===== config.mk =====
export PLATFORM = sky130hd
export DESIGN_NAME = vnc_isqrt
export DESIGN_NICKNAME = d
export VERILOG_FILES = /design/src/sv/vnc_pkg.sv /design/src/sv/vnc_isqrt.sv
export SDC_FILE = /design/constraint.sdc
export NUM_CORES = 2
export LEC_CHECK = 0
export BUFFER_PORTS_ARGS = -buffer_cell sky130_fd_sc_hd__buf_2
export CAP_MARGIN = 25
export CORE_AREA = 2 2 489 491
export CTS_BUF_LIST = sky130_fd_sc_hd__clkbuf_16
export CTS_CLUSTER_SIZE = 12
export DETAILED_ROUTE_END_ITERATION = 10
export DIE_AREA = 0 0 491 493
export PLACE_DENSITY = 0.68
export RECOVER_POWER = 25
export SLEW_MARGIN = 15
export SYNTH_ARGS = -nofsm -noshare
export SYNTH_HDL_FRONTEND = slang
export SYNTH_MEMORY_MAX_BITS = 65536
export SYNTH_SLANG_ARGS = --single-unit

===== constraint.sdc =====
create_clock -name clk -period 3.45 [get_ports clk]
set_input_delay 0.345 -clock clk [delete_from_list [all_inputs] [get_ports clk]]
set_output_delay 0.345 -clock clk [all_outputs]
set_load 0.02 [all_outputs]

===== src/sv/vnc_pkg.sv =====
// Package for the vector length normalize / clamp unit.
// Holds beat structs, sideband structs, register indexes and pipeline depths.
// No dependencies.
`timescale 1ns / 1ps
`default_nettype none

package vnc_pkg;

  // fixed-point fraction bits and the unit length in that format
  localparam int unsigned FRAC_BITS = 16;
  localparam logic [31:0] UNIT_LEN  = 32'd1 << FRAC_BITS;

  // one stage per result bit in the square root and the dividers
  localparam int unsigned ISQ_STAGES = 32;
  localparam int unsigned DIV_STAGES = 32;

  // register reset values
  localparam logic [31:0] MAX_LEN_RST = 32'd65536;
  localparam logic [15:0] ZERO_THR_RST = 16'd66;

  // configuration register indexes
  typedef enum logic [1:0] {
    REG_MODE     = 2'd0,
    REG_MAX_LEN  = 2'd1,
    REG_ZERO_THR = 2'd2
  } reg_idx_t;

  // input beat
  typedef struct packed {
    logic signed [31:0] in_x;
    logic signed [31:0] in_y;
    logic signed [31:0] in_z;
  } in_t;

  // result beat
  typedef struct packed {
    logic signed [31:0] out_x;
    logic signed [31:0] out_y;
    logic signed [31:0] out_z;
    logic [31:0]        length_in;
    logic               was_scaled;
    logic               was_zero;
  } out_t;

  // sideband carried alongside the square root
  typedef struct packed {
    in_t              raw;
    logic [2:0][31:0] mag;
    logic [2:0]       neg;
    logic [63:0]      sumsq;
    logic [63:0]      mx2;
  } sb_root_t;

  // sideband carried alongside the dividers
  typedef struct packed {
    in_t         raw;
    logic [2:0]  neg;
    logic [31:0] len;
    logic        zero;
    logic        scl;
  } sb_div_t;

endpackage

`default_nettype wire


===== src/sv/vnc_isqrt.sv =====
// Pipelined integer square root, one result bit per stage, rounded down.
// Depends on vnc_pkg for the stage count.
`timescale 1ns / 1ps
`default_nettype none

module vnc_isqrt
  import vnc_pkg::*;
(
  input  wire logic        clk,
  input  wire logic        en,
  input  wire logic [63:0] rad,
  output logic      [31:0] root
);

  logic [35:0] rem_r  [ISQ_STAGES];
  logic [31:0] root_r [ISQ_STAGES];
  logic [63:0] rad_r  [ISQ_STAGES];

  for (genvar i = 0; i < ISQ_STAGES; i++) begin : g_st
    logic [35:0] rem_in;
    logic [31:0] root_in;
    logic [63:0] rad_in;
    logic [35:0] rem_sh;
    logic [35:0] trial;

    if (i == 0) begin : g_first
      assign rem_in  = '0;
      assign root_in = '0;
      assign rad_in  = rad;
    end else begin : g_next
      assign rem_in  = rem_r[i-1];
      assign root_in = root_r[i-1];
      assign rad_in  = rad_r[i-1];
    end

    // bring down the next two radicand bits and try root*4+1
    assign rem_sh = {rem_in[33:0], rad_in[63:62]};
    assign trial  = {2'b00, root_in, 2'b01};

    always_ff @(posedge clk) begin
      if (en) begin
        if (rem_sh >= trial) begin
          rem_r[i]  <= rem_sh - trial;
          root_r[i] <= {root_in[30:0], 1'b1};
        end else begin
          rem_r[i]  <= rem_sh;
          root_r[i] <= {root_in[30:0], 1'b0};
        end
        rad_r[i] <= {rad_in[61:0], 2'b00};
      end
    end
  end

  assign root = root_r[ISQ_STAGES-1];

endmodule

`default_nettype wire


==> impl_metrics.csv <==
group,metric,value,unit
power_and_ir_drop,combPwrFrac,0.217,
worst_setup_path,path_common_cell,"or4_1",
worst_setup_path,cp-end-kind,"flop",
clock_tree,cts.sinks,2523,
worst_setup_path,r2r-end,"rem_r[1][113]$_DFFE_PP_",
worst_setup_path,cp-start-kind,"flop",
synth,synth_edf_count,2522,
global_route,antenna_found_initial,3,
routing,drt_pass1_iterations,6,
placed_design,gp_congestion,0.908,
worst_setup_path,slowest_stage,"or4_1",
floorplanning,fp.dieArea,242000,um^2
routing,ant_nets,0,
global_route,use_met3,0.0269,
sta,max-slew-margin-rel,0.293,
placed_design,dp_cells,12500,
power_and_ir_drop,seqPwrFrac,0.465,
worst_setup_path,cp.required,4.10,ns
synth,synthDistinctLibCells,86,
power_and_ir_drop,switching_share,0.282,
synth,ys_ff_latch,2523,
synth,synth_nets,9775,
global_route,gr-max-usage-layer,"met2",
worst_setup_path,critPathMaxStageDelay,0.52,ns
worst_hold_path,hp-class,"input port to flop",
floorplanning,rows,179,
synth,ys_seq_area_frac,0.643,
synth,syn_area_per_cell,12.9,um^2
global_route,grt_overflow_total,0,
power_and_ir_drop,power.switching,25.3,mW
sta,setup_tns,0,ns
synth,yosys.area.top_type_share,0.642,
clock_tree,clkSlewWorstSetupHoldPaths,0.06,ns
worst_setup_path,r2r_slack,0.06,ns
layout,areaGrowthSynthToFinish,14.3,%
worst_setup_path,critical-path-top-delay-family,"simple AND/OR/NAND/NOR gates",
sta,worst_slew_pin_slew,1.06,ns
global_route,grt_max_degree,187,
floorplanning,start_util,0.497,
worst_setup_path,r2r_cells,8,
synth,synth_ff_type,"edfxtp_1",
synth,synth_async_sr_flop_share,0,
global_route,grt_pass1_vias,71100,
power_and_ir_drop,power.leakage,51.6,nW
clock_tree,cts_tree,"done",
sta,clock-skew-final,0.0715,ns
synth,syn_area,118000,um^2
worst_hold_path,holdPathStages,2,
layout,postLayoutCellArea,135000,um^2
sta,post-route-period-util,0.981,
sta,max_freq,295,MHz
routing,wl_per_cell,18.6,um
floorplanning,die_h,493,um
routing,post_drt_via_cell_ratio,5.50,
worst_setup_path,worstPathMaxFanout,32,
synth,yosys.area.top_type,"edfxtp_1",
worst_setup_path,timing.rr.start,"rem_r[1][96]$_DFFE_PP_",
global_route,grt.met1_usage,0.254,
global_route,track_usage,0.198,
floorplanning,core_area,237000,um^2
worst_setup_path,crit_arrival,4.03,ns
worst_setup_path,setup.worst_path.class,"flop to flop",
layout,drive_gt1_frac,0.106,
placed_design,io_buffers,97,
sta,rsz0062_at_grt,"true",
clock_tree,insertion_delay,0.92,ns
floorplanning,boundaryPins,98,
routing,drt_drc_violations_left,0,
power_and_ir_drop,power_density,665,nW/um^2
worst_hold_path,min-delay-start,"rad[3]",
sta,finalSetupViolCount,0,
placed_design,dpl.hpwl,175000,um
power_and_ir_drop,finalPower,89.6,mW
clock_tree,clk_path_buf_depth,4,
flow_run,cap_violations,0,
sta,finalHoldViolations,0,
routing,drt_wl_total,244000,um
routing,drt_iter0_drc,5545,
layout,num-nets-final,10400,
synth,synthCells,9146,
routing,vias,72000,
run_status,outcome,"finished clean",
power_and_ir_drop,internal-power,64.3,mW
layout,final_core_util,0.569,
sta,drv_slew,0,
worst_setup_path,crit_chain,"or3_1 -> or2_2 -> or4_1 -> or4_1 -> nand4b_1 -> a41o_4 -> buf_12 -> mux2_2",
global_route,grt_util_met2,0.346,
global_route,grt_pass1_wl,384000,um
power_and_ir_drop,clkPwrFrac,0.318,
worst_setup_path,critPathBufInv,1,
sta,layout_min_cycle_time,3.39,ns
worst_hold_path,min_to,"rad_r[0][3]$_DFFE_PP_",
floorplanning,die_w,491,um
placed_design,place_area,124000,um^2
clock_tree,cts_max_level,5,
clock_tree,cts_root_buf,"clkbuf_16",
layout,final_cells,13100,
synth,synth_area_leaders,"edfxtp_1, ha_1, xnor2_1, xor2_1, o21ai_0",
clock_tree,cts_made_buffers,293,
power_and_ir_drop,ir_worst_vdd,0.516,mV
synth,synth_warnings,0,
==> what timing repair did <==
| action | CTS | global route |
|---|---|---|
| hold endpoints to repair | 71 | 0 |
| pin swaps | 0 | 24 |
| hold buffers | 66 | 0 |
| cloned | 0 | 3 |
| setup endpoints to repair | 37 | 259 |
| setup buffers | 0 | 9 |
| resized for setup | 10 | 123 |
==> state kept, by name, summed over array words and instances (netlist names) <==
name / flops
rad_r: 992
rem_r: 1003
root_r: 528
==> synth_stat cells (all sizes together) (119+ instances only) <==
master     n
a21o     228
a21oi    486
clkbuf   175
edfxtp  2522
ha       563
inv      710
nand2    690
nand2b   119
nand3    151
nor2     449
nor3     246
nor4     131
o21ai    564
xnor2    422
xor2     410
==> area by class of cell <==
class | instances | area, um^2
fillers | 19200 | 102000
clock buffers | 302 | 7560
clock inverters | 178 | 1240
multi-input cells | 5716 | 39400
flip-flops and latches | 2523 | 75800
well taps | 3167 | 3960
repair buffers | 506 | 4140
diodes | 3 | 7.51
inverters | 711 | 2670
==> cells by family (layout without fill, tap and decap cells) <==
| family | after synthesis | in the layout | share of synthesized area |
|---|---|---|---|
| other | 0 | 3 | 0 |
| and+or+nand+nor | 2426 | 2427 | 0.104 |
| AOI/OAI and AO/OA | 1825 | 1825 | 0.0961 |
| xor gates and xnor gates | 832 | 832 | 0.0618 |
| muxes | 69 | 69 | 0.00651 |
| adders and majority gates | 563 | 563 | 0.0598 |
| buffers and inverters | 908 | 1697 | 0.0291 |
| DFF | 2523 | 2523 | 0.643 |
==> through the flow <==
step                      worst slack, ns  hold slack, ns
after floorplan                   -0.0434           0.400
after global placement             -0.168           0.400
after detailed placement           -0.159           0.405
after CTS                         0.00254          0.0449
after global routing               -0.136          0.0608
final                              0.0648           0.127
==> cell usage in the layout (no fill, tap or decap), drive strengths merged, types with 45 or more instances in the layout <==
cell type,instances
nand2b,119
o31ai,51
mux2,61
nand3,152
o21ai,564
and2,52
nand4,103
nor2,449
dlygate4sd3,66
nand2,690
a21oi,486
nor3,246
clkbuf,309
xnor2,422
xor2,410
or2,45
o21bai,48
o21a,93
nor4,131
ha,563
and3,65
buf,432
nor2b,83
a21o,228
a211oi,57
inv,767
or3,107
clkinv,103
or4,57
edfxtp,2522
==> power by group through the flow <==
stage	combinational (mW)	sequential (mW)	clock (mW)
after floorplan	13.8	41.0	0
final	19.5	41.6	28.5
after global placement	18.5	42.2	0
after CTS	19.1	41.7	29.3
after detailed placement	18.9	42.2	0
after global routing	21.8	42.0	30.5
==> layer usage <==
metal / wire (um) / part of all wire
met3: 10200 / 0.042
met5: 10 / 0.000041
met1: 104000 / 0.43
met4: 7830 / 0.032
met2: 122000 / 0.50
==> how the worst max path moves through the flow <==
stage	start	to	slack [ns]	cells after the start
2_1_floorplan	en	rem_r[1][324]$_DFFE_PP_	-0.04	5
3_5_place_dp	rem_r[1][82]$_DFFE_PP_	rem_r[1][137]$_DFFE_PP_	-0.16	10
5_1_grt	rem_r[1][72]$_DFFE_PP_	rem_r[1][140]$_DFFE_PP_	-0.14	10
6_report	rem_r[1][96]$_DFFE_PP_	rem_r[1][113]$_DFFE_PP_	0.06	8
3_3_place_gp	rem_r[1][82]$_DFFE_PP_	rem_r[1][137]$_DFFE_PP_	-0.17	10
4_1_cts	rem_r[0][344]$_DFFE_PP_	rem_r[0][391]$_DFFE_PP_	0.003	10
Power figures use the tool's default switching activity.
